`src/rtl/bem_pkg.sv`:
```
// ----------------------------------------------------------------------------
// bem_pkg: shared types, constants and functions for the binary edge marker
// Line geometry, job descriptor passed from the row store to the sequencer,
// and the edge decision over a three by three window.
// ----------------------------------------------------------------------------
`default_nettype none

package bem_pkg;

    // geometry and port widths
    localparam int MAX_SIDE = 32;
    localparam int SIDE_W   = 6;
    localparam int COORD_W  = 5;
    localparam int ROWS     = 3;
    localparam int PH_W     = 2;
    localparam int ADDR_W   = 3;
    localparam int DATA_W   = 32;

    localparam logic [SIDE_W-1:0] SIDE_RESET = SIDE_W'(MAX_SIDE);
    localparam logic [SIDE_W-1:0] SIDE_MIN   = SIDE_W'(2);
    localparam logic [SIDE_W-1:0] SIDE_MAX   = SIDE_W'(MAX_SIDE);

    // ring phases of the three line buffers
    localparam logic [PH_W-1:0] PH_0 = PH_W'(0);
    localparam logic [PH_W-1:0] PH_1 = PH_W'(1);
    localparam logic [PH_W-1:0] PH_2 = PH_W'(2);

    typedef logic [COORD_W-1:0]  t_coord;
    typedef logic [PH_W-1:0]     t_phase;
    typedef logic [MAX_SIDE-1:0] t_line;

    // span of pixels to report: start cursor, its line phase, last position
    typedef struct packed {
        t_coord i;
        t_coord j;
        t_phase ph;
        t_coord ei;
        t_coord ej;
    } t_job;

    // position of the reported pixel relative to the image border
    typedef struct packed {
        logic has_up;
        logic last_row;
        logic below_last;
        logic has_left;
        logic last_col;
        logic left_of_last;
    } t_flags;

    function automatic t_phase ph_inc(input t_phase p);
        return (p == PH_2) ? PH_0 : t_phase'(p + PH_1);
    endfunction

    function automatic t_phase ph_dec(input t_phase p);
        return (p == PH_0) ? PH_2 : t_phase'(p - PH_1);
    endfunction

    // three pixels not all equal
    function automatic logic mixed3(input logic a, input logic b, input logic c);
        return !((a == b) && (b == c));
    endfunction

    // window bits: [0] left, [1] centre, [2] right; rows u above, m own, d below
    function automatic logic edge_fn(input logic [2:0] u, input logic [2:0] m,
                                     input logic [2:0] d, input t_flags f);
        logic [2:0] v;
        logic       hb_m;
        logic       hb_u;
        logic       hb_d;
        logic       any;
        v    = f.last_row ? u : d;
        hb_m = f.last_col ? m[0] : m[2];
        hb_u = f.last_col ? u[0] : u[2];
        hb_d = f.last_col ? d[0] : d[2];
        any  = mixed3(m[1], v[1], hb_m)
             | (f.has_up       & mixed3(u[1], m[1], hb_u))
             | (f.below_last   & mixed3(d[1], m[1], hb_d))
             | (f.has_left     & mixed3(m[0], v[0], m[1]))
             | (f.left_of_last & mixed3(m[2], v[2], m[1]));
        return m[1] & any;
    endfunction

endpackage

`default_nettype wire

```
`src/rtl/bem_cfg.sv`:
```
// ----------------------------------------------------------------------------
// bem_cfg: configuration register file
// Holds the image side written over the APB-style port, its clamped working
// value, and flags a frame restart on every write to it.
// ----------------------------------------------------------------------------
`default_nettype none

module bem_cfg (
    input  logic                        i_clk,
    input  logic                        i_rst_n,
    input  logic                        psel,
    input  logic                        penable,
    input  logic                        pwrite,
    input  logic [bem_pkg::ADDR_W-1:0]  paddr,
    input  logic [bem_pkg::DATA_W-1:0]  pwdata,
    output logic [bem_pkg::DATA_W-1:0]  prdata,
    output logic                        pready,
    output logic [bem_pkg::SIDE_W-1:0]  o_side,
    output logic                        o_restart
);
    import bem_pkg::*;

    localparam logic REG_SIDE = 1'b0;

    logic              wr_side;
    logic [SIDE_W-1:0] wdata_side;
    logic [SIDE_W-1:0] n_eff;
    logic [SIDE_W-1:0] r_side;
    logic [SIDE_W-1:0] r_eff;

    // write strobe on the access phase
    assign wr_side    = psel & penable & pwrite & (paddr[ADDR_W-1] == REG_SIDE);
    assign wdata_side = pwdata[SIDE_W-1:0];

    // clamp side into the supported range
    always_comb begin
        priority if (wdata_side < SIDE_MIN) begin
            n_eff = SIDE_MIN;
        end else if (wdata_side > SIDE_MAX) begin
            n_eff = SIDE_MAX;
        end else begin
            n_eff = wdata_side;
        end
    end

    // register storage
    always_ff @(posedge i_clk) begin
        if (!i_rst_n) begin
            r_side <= SIDE_RESET;
            r_eff  <= SIDE_RESET;
        end else if (wr_side) begin
            r_side <= wdata_side;
            r_eff  <= n_eff;
        end
    end

    // read back and status
    assign prdata    = (paddr[ADDR_W-1] == REG_SIDE) ?
                       {{(DATA_W-SIDE_W){1'b0}}, r_side} : '0;
    assign pready    = 1'b1;
    assign o_side    = r_eff;
    assign o_restart = wr_side;

endmodule

`default_nettype wire

```
`src/rtl/bem_rows.sv`:
```
// ----------------------------------------------------------------------------
// bem_rows: raster position and line buffers
// Tracks the position of the next pixel, writes each accepted pixel into the
// ring of three line buffers and hands the span of pixels to report to the
// sequencer.
// ----------------------------------------------------------------------------
`default_nettype none

module bem_rows (
    input  logic                                         i_clk,
    input  logic                                         i_rst_n,
    input  logic                                         i_restart,
    input  logic [bem_pkg::SIDE_W-1:0]                   i_side,
    input  logic                                         i_accept,
    input  logic                                         i_pixel,
    output logic [bem_pkg::ROWS-1:0][bem_pkg::MAX_SIDE-1:0] o_rows,
    output logic                                         o_job_valid,
    output bem_pkg::t_job                                o_job
);
    import bem_pkg::*;

    t_coord            r_row;
    t_coord            r_col;
    t_phase            r_ph;
    t_line [ROWS-1:0]  r_lines;
    logic [SIDE_W-1:0] nm1;
    logic              col_last;
    logic              row_last;

    // border of the current position
    assign nm1      = i_side - SIDE_W'(1);
    assign col_last = ({1'b0, r_col} == nm1);
    assign row_last = ({1'b0, r_row} == nm1);

    // position counters, restart on a side write
    always_ff @(posedge i_clk) begin
        if (!i_rst_n) begin
            r_row <= '0;
            r_col <= '0;
            r_ph  <= PH_0;
        end else if (i_restart) begin
            r_row <= '0;
            r_col <= '0;
            r_ph  <= PH_0;
        end else if (i_accept) begin
            if (col_last) begin
                r_col <= '0;
                if (row_last) begin
                    r_row <= '0;
                    r_ph  <= PH_0;
                end else begin
                    r_row <= r_row + COORD_W'(1);
                    r_ph  <= ph_inc(r_ph);
                end
            end else begin
                r_col <= r_col + COORD_W'(1);
            end
        end
    end

    // line buffer write, one pixel per beat
    always_ff @(posedge i_clk) begin
        if (i_accept) begin
            r_lines[r_ph][r_col] <= i_pixel;
        end
    end

    assign o_rows = r_lines;

    // span to report: the pixel up and left, the rest of the line above at
    // its end, and the whole last line on the final pixel
    assign o_job_valid = i_accept && (r_row != '0) && (r_col != '0);
    assign o_job.i     = r_row - COORD_W'(1);
    assign o_job.j     = r_col - COORD_W'(1);
    assign o_job.ph    = ph_dec(r_ph);
    assign o_job.ei    = (col_last && row_last) ? r_row : r_row - COORD_W'(1);
    assign o_job.ej    = col_last ? r_col : r_col - COORD_W'(1);

    // position always inside the image
    a_pos_in_range: assert property (@(posedge i_clk) disable iff (!i_rst_n)
        ({1'b0, r_col} < i_side) && ({1'b0, r_row} < i_side))
        else $error("position outside image");

endmodule

`default_nettype wire

```
`src/rtl/bem_seq.sv`:
```
// ----------------------------------------------------------------------------
// bem_seq: report sequencer and edge evaluation
// Walks a cursor over the span of pixels to report in raster order, reads the
// three by three window from the line buffers and loads one result a cycle
// into the output register while that register can take it.
// ----------------------------------------------------------------------------
`default_nettype none

module bem_seq (
    input  logic                                         i_clk,
    input  logic                                         i_rst_n,
    input  logic [bem_pkg::SIDE_W-1:0]                   i_side,
    input  logic [bem_pkg::ROWS-1:0][bem_pkg::MAX_SIDE-1:0] i_rows,
    input  logic                                         i_job_valid,
    input  bem_pkg::t_job                                i_job,
    output logic                                         o_free,
    output logic                                         o_valid,
    input  logic                                         i_ready,
    output logic                                         o_edge_res,
    output logic [bem_pkg::COORD_W-1:0]                  o_out_row,
    output logic [bem_pkg::COORD_W-1:0]                  o_out_col,
    output logic                                         o_frame_done
);
    import bem_pkg::*;

    logic              r_busy;
    t_coord            r_i;
    t_coord            r_j;
    t_phase            r_ph;
    t_coord            r_ei;
    t_coord            r_ej;
    logic              r_ovalid;
    logic              r_edge;
    t_coord            r_orow;
    t_coord            r_ocol;
    logic              r_done;

    logic              take;
    logic              step;
    logic              at_end;
    logic [SIDE_W-1:0] nm1;
    logic [SIDE_W-1:0] nm2;
    t_flags            flags;
    t_line             line_u;
    t_line             line_m;
    t_line             line_d;
    t_coord            jl;
    t_coord            jr;
    logic [2:0]        win_u;
    logic [2:0]        win_m;
    logic [2:0]        win_d;
    logic              edge_bit;

    // handshake of the cursor against the output register
    assign take   = !r_ovalid || i_ready;
    assign step   = r_busy && take;
    assign at_end = (r_i == r_ei) && (r_j == r_ej);
    assign o_free = !r_busy || (at_end && take);

    // border flags of the cursor
    assign nm1 = i_side - SIDE_W'(1);
    assign nm2 = i_side - SIDE_W'(2);
    assign flags.has_up       = (r_i != '0);
    assign flags.last_row     = ({1'b0, r_i} == nm1);
    assign flags.below_last   = ({1'b0, r_i} == nm2);
    assign flags.has_left     = (r_j != '0);
    assign flags.last_col     = ({1'b0, r_j} == nm1);
    assign flags.left_of_last = ({1'b0, r_j} == nm2);

    // pick the lines above, at and below the cursor row from the ring
    always_comb begin
        unique case (r_ph)
            PH_0: begin
                line_m = i_rows[0];
                line_u = i_rows[2];
                line_d = i_rows[1];
            end
            PH_1: begin
                line_m = i_rows[1];
                line_u = i_rows[0];
                line_d = i_rows[2];
            end
            default: begin
                line_m = i_rows[2];
                line_u = i_rows[1];
                line_d = i_rows[0];
            end
        endcase
    end

    // three columns around the cursor
    assign jl    = r_j - COORD_W'(1);
    assign jr    = r_j + COORD_W'(1);
    assign win_u = {line_u[jr], line_u[r_j], line_u[jl]};
    assign win_m = {line_m[jr], line_m[r_j], line_m[jl]};
    assign win_d = {line_d[jr], line_d[r_j], line_d[jl]};

    assign edge_bit = edge_fn(win_u, win_m, win_d, flags);

    // control state
    always_ff @(posedge i_clk) begin
        if (!i_rst_n) begin
            r_busy   <= 1'b0;
            r_ovalid <= 1'b0;
        end else begin
            if (take) begin
                r_ovalid <= r_busy;
            end
            if (o_free) begin
                r_busy <= i_job_valid;
            end
        end
    end

    // cursor and result payload
    always_ff @(posedge i_clk) begin
        if (step) begin
            r_edge <= edge_bit;
            r_orow <= r_i;
            r_ocol <= r_j;
            r_done <= flags.last_row && flags.last_col;
        end
        priority if (o_free && i_job_valid) begin
            r_i  <= i_job.i;
            r_j  <= i_job.j;
            r_ph <= i_job.ph;
            r_ei <= i_job.ei;
            r_ej <= i_job.ej;
        end else if (step && !at_end) begin
            if (flags.last_col) begin
                r_j  <= '0;
                r_i  <= r_i + COORD_W'(1);
                r_ph <= ph_inc(r_ph);
            end else begin
                r_j  <= jr;
            end
        end
    end

    assign o_valid      = r_ovalid;
    assign o_edge_res   = r_edge;
    assign o_out_row    = r_orow;
    assign o_out_col    = r_ocol;
    assign o_frame_done = r_done;

    // a new span only arrives when the cursor can take it
    a_job_when_free: assert property (@(posedge i_clk) disable iff (!i_rst_n)
        i_job_valid |-> o_free)
        else $error("span offered while cursor busy");

    // the cursor never runs past the end of its span
    a_cursor_order: assert property (@(posedge i_clk) disable iff (!i_rst_n)
        r_busy |-> ((r_i < r_ei) || ((r_i == r_ei) && (r_j <= r_ej))))
        else $error("cursor beyond end of span");

    // the last result of a span frees the cursor unless a new span follows
    a_span_done: assert property (@(posedge i_clk) disable iff (!i_rst_n)
        (step && at_end && !i_job_valid) |=> (!r_busy && o_valid))
        else $error("cursor still busy after last result");

endmodule

`default_nettype wire

```
`src/rtl/binary_edge_marker.sv`:
```
// ----------------------------------------------------------------------------
// binary_edge_marker: boundary marking on a square binary image
// Takes pixels in raster order, keeps three line buffers and reports each
// pixel once its neighbours are in, marking 1 pixels on a mixed border.
// ----------------------------------------------------------------------------
//  channel   | handshake         | payload
//  ----------+-------------------+---------------------------------------------
//  pixel in  | i_valid / o_ready | i_pixel
//  result    | o_valid / i_ready | o_edge_res, o_out_row, o_out_col,
//            |                   | o_frame_done
//  config    | psel / penable    | paddr, pwrite, pwdata, prdata, pready
//
//  one beat in per cycle while each pixel reports at most one result and i_ready is
//  high; the last pixel of a line reports two and holds the input until both are loaded
//  the last pixel of the image reports side+2 results
//  a pixel beat loads the cursor registers, which then load the output register; the report
//  cursor in bem_seq, one result per cycle while i_ready allows, sets the rate
//  synchronous active-low reset clears position, cursor busy and output valid
//  a stall on i_ready holds the output register and then the input
//
`default_nettype none

module binary_edge_marker (
    input  logic                        i_clk,
    input  logic                        i_rst_n,
    input  logic                        psel,
    input  logic                        penable,
    input  logic                        pwrite,
    input  logic [bem_pkg::ADDR_W-1:0]  paddr,
    input  logic [bem_pkg::DATA_W-1:0]  pwdata,
    output logic [bem_pkg::DATA_W-1:0]  prdata,
    output logic                        pready,
    input  logic                        i_valid,
    output logic                        o_ready,
    input  logic                        i_pixel,
    output logic                        o_valid,
    input  logic                        i_ready,
    output logic                        o_edge_res,
    output logic [bem_pkg::COORD_W-1:0] o_out_row,
    output logic [bem_pkg::COORD_W-1:0] o_out_col,
    output logic                        o_frame_done
);
    import bem_pkg::*;

    logic [SIDE_W-1:0]             side;
    logic                          restart;
    logic                          accept;
    logic                          seq_free;
    logic [ROWS-1:0][MAX_SIDE-1:0] rows;
    logic                          job_valid;
    t_job                          job;

    // pixel beat
    assign accept  = i_valid && seq_free;
    assign o_ready = seq_free;

    // configuration registers
    bem_cfg u_cfg (
        .i_clk     (i_clk),
        .i_rst_n   (i_rst_n),
        .psel      (psel),
        .penable   (penable),
        .pwrite    (pwrite),
        .paddr     (paddr),
        .pwdata    (pwdata),
        .prdata    (prdata),
        .pready    (pready),
        .o_side    (side),
        .o_restart (restart)
    );

    // position and line buffers
    bem_rows u_rows (
        .i_clk       (i_clk),
        .i_rst_n     (i_rst_n),
        .i_restart   (restart),
        .i_side      (side),
        .i_accept    (accept),
        .i_pixel     (i_pixel),
        .o_rows      (rows),
        .o_job_valid (job_valid),
        .o_job       (job)
    );

    // report cursor and output register
    bem_seq u_seq (
        .i_clk        (i_clk),
        .i_rst_n      (i_rst_n),
        .i_side       (side),
        .i_rows       (rows),
        .i_job_valid  (job_valid),
        .i_job        (job),
        .o_free       (seq_free),
        .o_valid      (o_valid),
        .i_ready      (i_ready),
        .o_edge_res   (o_edge_res),
        .o_out_row    (o_out_row),
        .o_out_col    (o_out_col),
        .o_frame_done (o_frame_done)
    );

endmodule

`default_nettype wire

```
`config.mk`:
```
export PLATFORM = sky130hd
export DESIGN_NAME = binary_edge_marker
export DESIGN_NICKNAME = d
export VERILOG_FILES = /design/src/rtl/bem_pkg.sv /design/src/rtl/bem_cfg.sv /design/src/rtl/bem_rows.sv /design/src/rtl/bem_seq.sv /design/src/rtl/binary_edge_marker.sv
export SDC_FILE = /design/constraint.sdc
export NUM_CORES = 1
export LEC_CHECK = 0
export ABC_AREA = 1
export BUFFER_PORTS_ARGS = -buffer_cell sky130_fd_sc_hd__buf_2
export CAP_MARGIN = 20
export CORE_UTILIZATION = 36
export DETAILED_ROUTE_END_ITERATION = 6
export GPL_TIMING_DRIVEN = 0
export HOLD_SLACK_MARGIN = 0.15
export PLACE_DENSITY_LB_ADDON = 0.15
export SLEW_MARGIN = 40
export SYNTH_ARGS = -nofsm -noshare
export SYNTH_HDL_FRONTEND = slang
export SYNTH_SLANG_ARGS = --single-unit
```
`constraint.sdc`:
```
create_clock -name i_clk -period 3 [get_ports i_clk]
set_input_delay 0.15 -clock i_clk [delete_from_list [all_inputs] [get_ports i_clk]]
set_output_delay 0.15 -clock i_clk [all_outputs]
set_load 0.05 [all_outputs]
```
Word-level counts from Yosys, hierarchy flattened
Index checks and enable logic that the tools add are counted.

storage, ports and cells
  word-level logic and storage cells = 163
  output and inout port bits = 47
  bits in registers = 156

operators by class
  add/sub/neg operators = 12
  mux-type cells = 50
  magnitude comparators = 9
  reduce and logical (&&, ||, !) cells = 38
  equal/unequal tests = 21
  bitwise logic cells = 14

operators by type and width
  cell                                                                          count
  32-bit case mux with 2 select lines                                           3
  96-bit bitwise mux                                                            1
  32-bit demux with 2-bit select                                                1
  5-bit two-way mux                                                             10
  1-bit binary-select mux with 5-bit select                                     9
  5-bit by 6-bit equality test with 1-bit output                                6
  32-bit two-way mux                                                            1
  5-bit by 6-bit less-than comparator with 1-bit output, second input constant  4
  5-bit by 1-bit adder with 5-bit output, second input constant                 4
  5-bit nonzero test                                                            4
  6-bit two-way mux                                                             3
  1-bit logical AND                                                             17
  5-bit by 1-bit subtractor with 5-bit output, second input constant            3
  2-bit two-way mux                                                             7
  1-bit two-way mux                                                             13
  1-bit equality test                                                           10
  5-bit equality test                                                           2
  1-bit bitwise AND                                                             8
  1-bit zero test                                                               8
  6-bit greater-than comparator, second input constant                          1
  6-bit by 2-bit less-than comparator with 1-bit output, second input constant  1
  6-bit by 1-bit subtractor with 6-bit output, second input constant            1
  6-bit by 2-bit subtractor with 6-bit output, second input constant            1
  1-bit demux with 5-bit select                                                 1
  other kinds (15)                                                              25

Depth between registers and ports, before layout
Gate-level depths: netlist of the first run.

  depth in word-level cells = 14
  mapped depth = 22
  mapped depth without buffers = 21

Modules after synthesis
From an unflattened synthesis of the first run, not the netlist that was laid out.

unflattened totals
  cells, all modules = 1865
  area, all modules = 12209.2 um2

modules (own cells, without submodules)
  module              cells an instance  area an instance (um2)  times used
  bem_seq             1303               6696.4                  1
  bem_rows            455                4735.8                  1
  bem_cfg             105                769.5                   1
  binary_edge_marker  2                  7.5                     1

Least setup slack after synthesis of the first run
OpenSTA, ideal clock, no wires.

  path type = register to register
  start point = register u_seq.r_j[0]
  end point = register u_seq.r_edge, in the netlist u_seq.o_edge_res (data pin)
  data arrival time = 2755 ps
  library setup time = 252 ps
  path slack = -7 ps
  cell stages (with the launch flop) = 19
  period minus slack after synthesis = 3007 ps
  buffers on the path = 4
  path through = edfxtp_1 -> inv_1 -> buf_2 -> buf_1 -> ha_1 -> inv_1 -> clkbuf_1 -> clkbuf_1 -> nand3_1 -> nand3_1 -> nand3_1 -> nand3_1 -> nand3_1 -> nand2_1 -> nand2_1 -> a21oi_1 -> nand2_1 -> nor2_1 -> nor2_1

between the ends
  longest elaborated chain between the ends = 13

ends and longest elaborated chain
  what                                                                                                   RTL line                      text
  start, declared                                                                                        bem_seq.sv:28                 t_coord r_j;
  start signal, assigned                                                                                 bem_seq.sv:125                r_j <= i_job.j;
  start signal, assigned                                                                                 bem_seq.sv:135                r_j <= jr;
  5-bit by 1-bit adder with 5-bit output or 5-bit by 1-bit subtractor with 5-bit output (tied branches)  bem_seq.sv:93, bem_seq.sv:92
  1-bit binary-select mux with 5-bit select                                                              bem_seq.sv:94                 assign win_u = {line_u[jr], line_u[r_j], line_u[jl]};
  1-bit two-way mux (not written as such)                                                                bem_seq.sv:94
  1-bit two-way mux                                                                                      bem_pkg.sv:74                 hb_u = f.last_col ? u[0] : u[2];
  1-bit equality test                                                                                    bem_pkg.sv:61                 return !((a == b) && (b == c));
  1-bit logical AND                                                                                      bem_pkg.sv:61
  1-bit zero test                                                                                        bem_pkg.sv:61
  1-bit bitwise AND                                                                                      bem_pkg.sv:77                 | (f.has_up & mixed3(u[1], m[1], hb_u))
  1-bit bitwise OR                                                                                       bem_pkg.sv:77
  1-bit bitwise OR                                                                                       bem_pkg.sv:78                 | (f.below_last & mixed3(d[1], m[1], hb_d))
  1-bit bitwise OR                                                                                       bem_pkg.sv:79                 | (f.has_left & mixed3(m[0], v[0], m[1]))
  1-bit bitwise OR                                                                                       bem_pkg.sv:80                 | (f.left_of_last & mixed3(m[2], v[2], m[1]));
  1-bit bitwise AND (*)                                                                                  bem_pkg.sv:81                 return m[1] & any;
  via u_seq.edge_bit                                                                                     bem_seq.sv:52                 logic edge_bit;
  end signal, assigned                                                                                   bem_seq.sv:118                r_edge <= edge_bit;
  end, declared                                                                                          bem_seq.sv:33                 logic r_edge;

The timed path passes the listed nets; every way through them passes the cells marked *. The select of a mux whose other input is x is not followed.
A chain may end at the register's enable or synchronous reset.

Final worst setup path of the first run
  start point = register u_seq.r_ph[0]
  end point = register u_seq.r_edge, in the netlist u_seq.o_edge_res (data pin)

between the ends
  longest elaborated chain between the ends = 14

ends and longest elaborated chain
  what                                                                               RTL line        text
  start, declared                                                                    bem_seq.sv:29   t_phase r_ph;
  start signal, assigned                                                             bem_seq.sv:126  r_ph <= i_job.ph;
  start signal, assigned                                                             bem_seq.sv:133  r_ph <= ph_inc(r_ph);
  2-bit by 1-bit equality test with 1-bit output or 2-bit zero test (tied branches)  bem_seq.sv:72   unique case (r_ph)
  32-bit case mux with 2 select lines                                                bem_seq.sv:72
  1-bit binary-select mux with 5-bit select                                          bem_seq.sv:94
  1-bit two-way mux (not written as such)                                            bem_seq.sv:94
  1-bit two-way mux                                                                  bem_pkg.sv:74
  1-bit equality test                                                                bem_pkg.sv:61
  1-bit logical AND                                                                  bem_pkg.sv:61
  1-bit zero test                                                                    bem_pkg.sv:61
  1-bit bitwise AND                                                                  bem_pkg.sv:77
  1-bit bitwise OR                                                                   bem_pkg.sv:77
  1-bit bitwise OR                                                                   bem_pkg.sv:78
  1-bit bitwise OR                                                                   bem_pkg.sv:79
  1-bit bitwise OR                                                                   bem_pkg.sv:80
  1-bit bitwise AND (*)                                                              bem_pkg.sv:81
  via u_seq.edge_bit                                                                 bem_seq.sv:52

Marks and branches as above.

==> qor.csv, run 1 <==
metric,value,unit
CP max FO,10,
fin crit share,99.2,%
Buffers on Ports,34,
Crit. path cell count,19,
CP max stage delay,0.56,ns
"Clk pin slew, worst setup/hold paths",0.07,ns
fill cell count,3383,
DRT antenna net count,0,
Post-Syn Area per Cell,6.63,um^2
Yosys reg bits,156,
CP required,3.20,ns
wire length per cell,21.1,um
final-report max-slew violation count,0,
GRT Residual Overflow,0,
"Min Clock Period, post-route",2.98,ns
slowest CP cell,edfxtp_1,
sequential area share after synthesis,37.6,%
Worst Skew,0.0116,ns
first-pass GRT wire length,72.9,mm
Layout area overhead,16.7,%
Post-Synthesis Cells,1778,
TNS Setup,0,ns
TritonRoute pass-1 iters,6,
via/cell ratio,5.47,
Top Ports,90,
YS warnings,0,
die footprint,0.0335,mm^2
CTS Root Buffer Type,clkbuf_16,
clock latency on the worst-skew pair,0.44,ns
largest area contributor in the netlist,edfxtp_1,
synth unique cells,34,
critical path type,flip-flop to flip-flop,
vias in the first global route,11100,
share of the synthesized area in the top cell type,33.1,%
number of synthesized flops with an enable pin,130,
cell family with most CP delay,simple AND/OR/NAND/NOR gates,
CP cell instances,"inv_2, nor2_2, buf_4, buf_2, nand2_1, nand3_1, nand2_1, nand3_1, nand3_1, nand3_1, nand3_1, nand2_1, nand2_1, nand3_1, nand2_1, nand2_1, nand2_1, nor2_1, nor2_1",
Worst VDD drop,0.354,mV
drt total wl,49.4,mm
overall global routing resource usage,29.8,%
Lkg Pwr,6.11,nW
worst setup path start,u_seq.r_ph[0]$_DFFE_PP_,
most numerous cell in the Yosys netlist,nand2_1,
row count,65,
Crit path top cell by count,nand2_1,
CTS Buf Count,17,
DR vias,12800,
core area,0.0319,mm^2
diodes inserted,0,
fraction of final layout cells sized beyond drive strength 1,11.7,%
DR DRC count,0,
Final nets,1948,
clk sinks,156,
"Cell Area, Synth",0.0118,mm^2
Worst Setup EP,u_seq.o_edge_res$_DFFE_PP_,
"Hold Vio Cnt, Final",0,
Die Wd,183,um
dpl cells,2272,
number of max-cap violations,0,
status,finished clean,
reg2reg path depth,19,
reg2reg start,u_seq.r_ph[0]$_DFFE_PP_,
htree depth,4,
reg2reg end,u_seq.o_edge_res$_DFFE_PP_,
CP endpoint kind,flip-flop,
worst slew pin tran,0.811,ns
routability congestion estimate,1.01,
initial antenna violation count,0,
crit path DAT,3.17,ns
Max-slew headroom,45.5,%
pwr dens,354,mW/mm^2
Post-synth ARST share,0,%
largest cells by area after synthesis,"edfxtp_1 (33%), nand2_1 (21%), nand3_1 (14%)",
"Primary FF master, synth",edfxtp_1,
largest net degree at the start of global routing,97,
height of the die,183,um
starting density of the core,37.0,%
final setup fails,0,
RSZ-0062 raised after global routing,yes,
R2R setup slack,0.02,ns
Finished Layout Cells,2334,
HP Class,input pin to flip-flop,
Fmax,0.336,GHz
CP startpoint kind,flip-flop,
Critical path buffers and inverters,3,
Max clock buf depth,2,
initial DRC count,1877,
detailed placement HPWL,38.1,mm
CTS tree,built,
synth cell count leaders,"nand2_1 (645), nand3_1 (323), inv_1 (164), nor2_1 (145), edfxtp_1 (130)",
[stage by stage]
stage	hold WS [ns]	utilization (%)	instance area, um^2	total power [mW]	worst slack (ns)
after floorplan	0.248	-	11900	2.62	0.0764
after global placement	0.416	39.5	12600	2.71	-1.20
after detailed placement	0.413	39.5	12600	2.71	-1.12
after CTS	0.307	42.2	13500	4.88	-0.0659
after global routing	0.241	43.1	13800	5.01	-0.121
final	0.220	43.1	13800	4.87	0.0230
[layout make-up]
cell class	count	area, um^2	area share [%]
well taps	435	544	3.96
clock inverters	14	145	1.06
inverters	169	644	4.68
plain buffers	121	717	5.21
multi-input cells	1356	6400	46.5
flip-flops and latches	156	4430	32.2
clock buffers	18	429	3.12
repair buffers	65	452	3.28
[worst min path at each step]
stage,from,slack (ns),cells past startpoint,end
2_1_floorplan,i_rst_n,0.25,2,u_seq.r_busy$_SDFFE_PN0N_
3_3_place_gp,pwdata[5],0.42,2,u_cfg.o_side[4]$_SDFFE_PN0P_
3_5_place_dp,pwdata[5],0.41,2,u_cfg.o_side[4]$_SDFFE_PN0P_
4_1_cts,penable,0.31,6,u_rows.r_col[1]$_SDFFE_PP0P_
5_1_grt,i_pixel,0.24,1,u_rows.o_rows[54]$_DFFE_PP_
6_report,i_pixel,0.22,1,u_rows.o_rows[14]$_DFFE_PP_
[layout by cell type, fill, tap and decap left out, types with 5 or more instances in the layout]
master,instances
nand2_1,640
nand3_1,316
inv_1,160
nor2_1,144
edfxtp_1,130
buf_2,57
buf_4,56
nand4_1,47
xor2_1,31
o21ai_0,30
conb_1,27
dfxtp_1,25
a21oi_1,23
clkbuf_2,19
ha_1,17
clkbuf_16,17
buf_1,16
clkbuf_1,14
nor3_1,13
dlygate4sd3_1,12
o22ai_1,9
nand3_2,8
xnor2_1,7
clkbuf_4,6
or2_2,6
nand2_2,6
clkinv_1,5
[registers in the layout, summed over array words and instances (netlist names)]
register	flops
u_rows.o_rows	96
u_seq.r_ej	5
u_seq.r_ei	5
u_cfg.r_side	6
u_rows.r_ph	2
u_seq.o_edge_res	1
u_seq.r_busy	1
u_seq.r_j	5
u_seq.o_out_row	5
u_rows.r_col	5
u_seq.o_frame_done	1
u_seq.o_valid	1
u_rows.r_row	5
u_cfg.o_side	6
u_seq.r_ph	2
u_seq.r_i	5
u_seq.o_out_col	5
[timing repair]
action | in CTS | in global routing
endpoints found under the setup margin | 95 | 73
hold buffers | 12 | 0
gates cloned | 0 | 0
endpoints found under the hold margin | 15 | 0
pin swaps | 2 | 3
setup buffers | 4 | 15
gates resized for setup | 41 | 67
[cell families after synthesis]
family	Yosys count	share of synthesized area, %
buf+inv	291	10.6
compound gates	75	3.48
flops	156	37.6
xor+xnor	44	3.27
simple gates	1191	43.0
fa+ha+maj	19	2.02
other cells	2	0.0637
[power breakdown]
| part | switching, mW | leakage (nW) | total [mW] | internal [mW] |
|---|---|---|---|---|
| logic | 0.249 | 4.47 | 0.339 | 0.0905 |
| clock network | 0.949 | 0.272 | 2.17 | 1.23 |
| registers | 0.00877 | 1.37 | 2.36 | 2.35 |
[metal layers]
layer / vias up / global-route usage [%] / wire length (um)
met2: 787 / 41.3 / 19500
met4: 0 / 8.80 / 1440
met1: 5946 / 44.9 / 22600
met5: - / 0 / 0
met3: 82 / 7.21 / 5870
li1: 5949 / - / -
(Power assumes the default switching activity.)
==> run 2, diff against run 1 <==
--- a/config.mk
+++ b/config.mk
@@ -10,9 +10,10 @@
 export CAP_MARGIN = 20
 export CORE_UTILIZATION = 36
 export DETAILED_ROUTE_END_ITERATION = 6
+export GPL_ROUTABILITY_DRIVEN = 0
 export GPL_TIMING_DRIVEN = 0
 export HOLD_SLACK_MARGIN = 0.15
-export PLACE_DENSITY_LB_ADDON = 0.15
+export PLACE_DENSITY = 0.63
 export SLEW_MARGIN = 40
 export SYNTH_ARGS = -nofsm -noshare
 export SYNTH_HDL_FRONTEND = slang
==> run 2 against run 1 <==
Effect of this change: the flow now finishes with violations (design-rule violations); global-route usage decreased by 3.3 points; clock skew increased by 0.0019 ns; sequential cell count unchanged; sequential power about the same; worst hold slack got worse by 0.0077 ns; clock power increased by 3%; die area unchanged; wire length decreased by 11%; critical path depth decreased by 3; critical endpoint unchanged; largest power group unchanged; highest routed layer is now met5.
==> qor.csv, run 2 (synthesized netlist as in run 1, its figures left out) <==
metric,value,unit,change
drt total wl,44.0,mm,-11%
WHS Path Cells,1,,unchanged
final-report max-slew violation count,0,,unchanged
Max-slew headroom,41.3,%,-4.2 points
Buffers on Ports,34,,unchanged
worst slew pin tran,0.873,ns,+0.0620 ns
wire length per cell,18.9,um,-11%
pwr dens,361,mW/mm^2,+1.9%
initial DRC count,2266,,+21%
crit path DAT,3.18,ns,about the same
Reg area,0.00442,mm^2,about the same
hold path start,i_pixel,,
CP cell instances,"inv_4, buf_6, clkbuf_1, nand4_1, nand3_1, nand3_1, nand3_1, nand3_1, nand2_1, nand2_1, nand2_1, nand2_1, a21oi_1, nand2_1, nor2_1, nor2_1",,
CP max stage delay,0.54,ns,-0.02 ns
Max clock buf depth,2,,unchanged
fill cell count,3264,,-3.5%
reg2reg path depth,16,,-3
Finished Layout Cells,2329,,-0.21%
CP required,3.21,ns,about the same
P_int,3.76,mW,+2.5%
Worst Skew,0.0135,ns,+0.00189 ns
slowest CP cell,clkbuf_1,,
HP Class,input pin to flip-flop,,
"Hold Vio Cnt, Final",0,,unchanged
via/cell ratio,5.50,,+0.65%
hold slack,0.213,ns,-0.00765 ns
diodes inserted,0,,unchanged
detailed placement HPWL,33.3,mm,-12%
GRT Residual Overflow,0,,unchanged
TNS Setup,0,ns,unchanged
starting density of the core,37.0,%,unchanged
vias in the first global route,11500,,+2.9%
CTS tree,built,,
number of max-cap violations,0,,unchanged
Die Wd,183,um,unchanged
largest net degree at the start of global routing,97,,unchanged
htree depth,4,,unchanged
combinational group share of total power,6.6,%,-0.4 points
dpl cells,2272,,unchanged
RSZ-0062 raised after global routing,yes,,
Top Ports,90,,unchanged
Worst Hold Endpoint,u_rows.o_rows[85]$_DFFE_PP_,,
DR DRC count,1,,+1
critical path type,flip-flop to flip-flop,,
most common library cell in the layout ignoring fill and taps,nand2_1,,
TritonRoute pass-1 iters,7,,+1
area of the multi-input gates,0.00632,mm^2,-1.2%
reg2reg start,u_seq.r_j[0]$_DFFE_PP_,,
most frequent cells in the layout,"nand2_1 (639), nand3_1 (322), inv_1 (160)",,
Final nets,1943,,-0.26%
sequential share of power,47.8,%,-0.6 points
DR vias,12800,,+0.44%
fin crit share,99.1,%,-0.17 points
die footprint,0.0335,mm^2,unchanged
"Min Clock Period, post-route",2.97,ns,-0.00515 ns
CTS Root Buffer Type,clkbuf_16,,
Fmax,0.336,GHz,+0.17%
Lkg Pwr,6.07,nW,-0.70%
final setup fails,0,,unchanged
"Clk pin slew, worst setup/hold paths",0.07,ns,about the same
fraction of final layout cells sized beyond drive strength 1,11.0,%,-0.66 points
overall global routing resource usage,26.4,%,-3.3 points
CTS Buf Count,17,,unchanged
initial antenna violation count,1,,+1
row count,65,,unchanged
clk sinks,156,,unchanged
CP startpoint kind,flip-flop,,
Layout area overhead,15.9,%,
Crit path top cell by count,nand2_1,,
clock latency on the worst-skew pair,0.44,ns,about the same
"worst slack, placed",-0.919,ns,+0.206 ns
max reg flops,96,,unchanged
power share of the clock group,45.6,%,+0.9 points
Net Sw Power,1.17,mW,-3.2%
CP endpoint kind,flip-flop,,
core area,0.0319,mm^2,unchanged
Worst VDD drop,0.371,mV,+5.0%
first-pass GRT wire length,66.5,mm,-8.7%
DRT antenna net count,0,,unchanged
R2R setup slack,0.03,ns,about the same
Power Total,4.92,mW,+1.1%
CP max FO,10,,unchanged
Final WS setup,0.0281,ns,+0.00515 ns
height of the die,183,um,unchanged
reg2reg end,u_seq.o_edge_res$_DFFE_PP_,,
status,finished with violations,,
failing checks,design-rule violations,,
Net Sw Frac,23.7,%,-1.1 points
## run 2: per-stage QoR
step | utilization, % | instance area (um^2)
after floorplan | - | 11900
after global placement | 39.5 | 12600
after detailed placement | 39.5 | 12600
after CTS | 42.1 | 13400
after global routing | 42.8 | 13700
final | 42.8 | 13700
## run 2: layout make-up
| type | count | share of cell area (%) |
|---|---|---|
| clock buffer | 20 | 3.20 |
| clock inverter | 12 | 1.21 |
| inverter | 169 | 4.72 |
| buffer | 121 | 5.21 |
| timing repair buffer | 60 | 2.94 |
| sequential | 156 | 32.4 |
| multi-input combinational | 1356 | 46.3 |
| tap | 435 | 3.99 |
## run 2: worst max path at each step
stage / end / cells after the start / start / slack [ns]
finish: u_seq.o_edge_res$_DFFE_PP_ / 16 / u_seq.r_j[0]$_DFFE_PP_ / 0.03
global route: u_rows.o_rows[49]$_DFFE_PP_ / 10 / u_seq.r_i[1]$_DFFE_PP_ / -0.13
CTS: u_seq.o_edge_res$_DFFE_PP_ / 17 / u_seq.r_j[0]$_DFFE_PP_ / 0.007
detailed placement: u_seq.o_edge_res$_DFFE_PP_ / 17 / u_seq.r_j[0]$_DFFE_PP_ / -0.92
global placement: u_seq.o_edge_res$_DFFE_PP_ / 17 / u_seq.r_j[0]$_DFFE_PP_ / -0.92
floorplan: u_seq.o_edge_res$_DFFE_PP_ / 18 / u_seq.r_j[0]$_DFFE_PP_ / 0.08
## run 2: worst max-delay path: cells and delay by family, from the launching register on
kind	cells	cell delay [ns]
simple gates	12	1.34
flops	1	0.44
buf+inv	3	0.85
compound gates	1	0.11
## run 2: power by group through the flow
stage | clock [mW] | sequential, mW | combinational [mW]
2_1_floorplan | 0 | 2.40 | 0.217
3_3_place_gp | 0 | 2.40 | 0.298
3_5_place_dp | 0 | 2.40 | 0.301
4_1_cts | 2.26 | 2.35 | 0.315
5_1_grt | 2.35 | 2.35 | 0.350
6_report | 2.24 | 2.35 | 0.326
## run 2: what timing repair did
action                                  CTS  global route
buffers inserted                          5             9
gates resized for setup                  24            78
endpoints found under the setup margin   43           119
hold endpoints to repair                 15             0
hold buffers                             12             0
pin swaps                                 1             2
## run 2: routing by layer
| layer | track usage [%] | vias up | share of wire (%) |
|---|---|---|---|
| met1 | 36.4 | 5815 | 42 |
| met4 | 12.2 | 2 | 4.7 |
| met3 | 7.43 | 169 | 13 |
| li1 | - | 5939 | - |
| met5 | 0 | - | 0.030 |
| met2 | 38.2 | 895 | 40 |
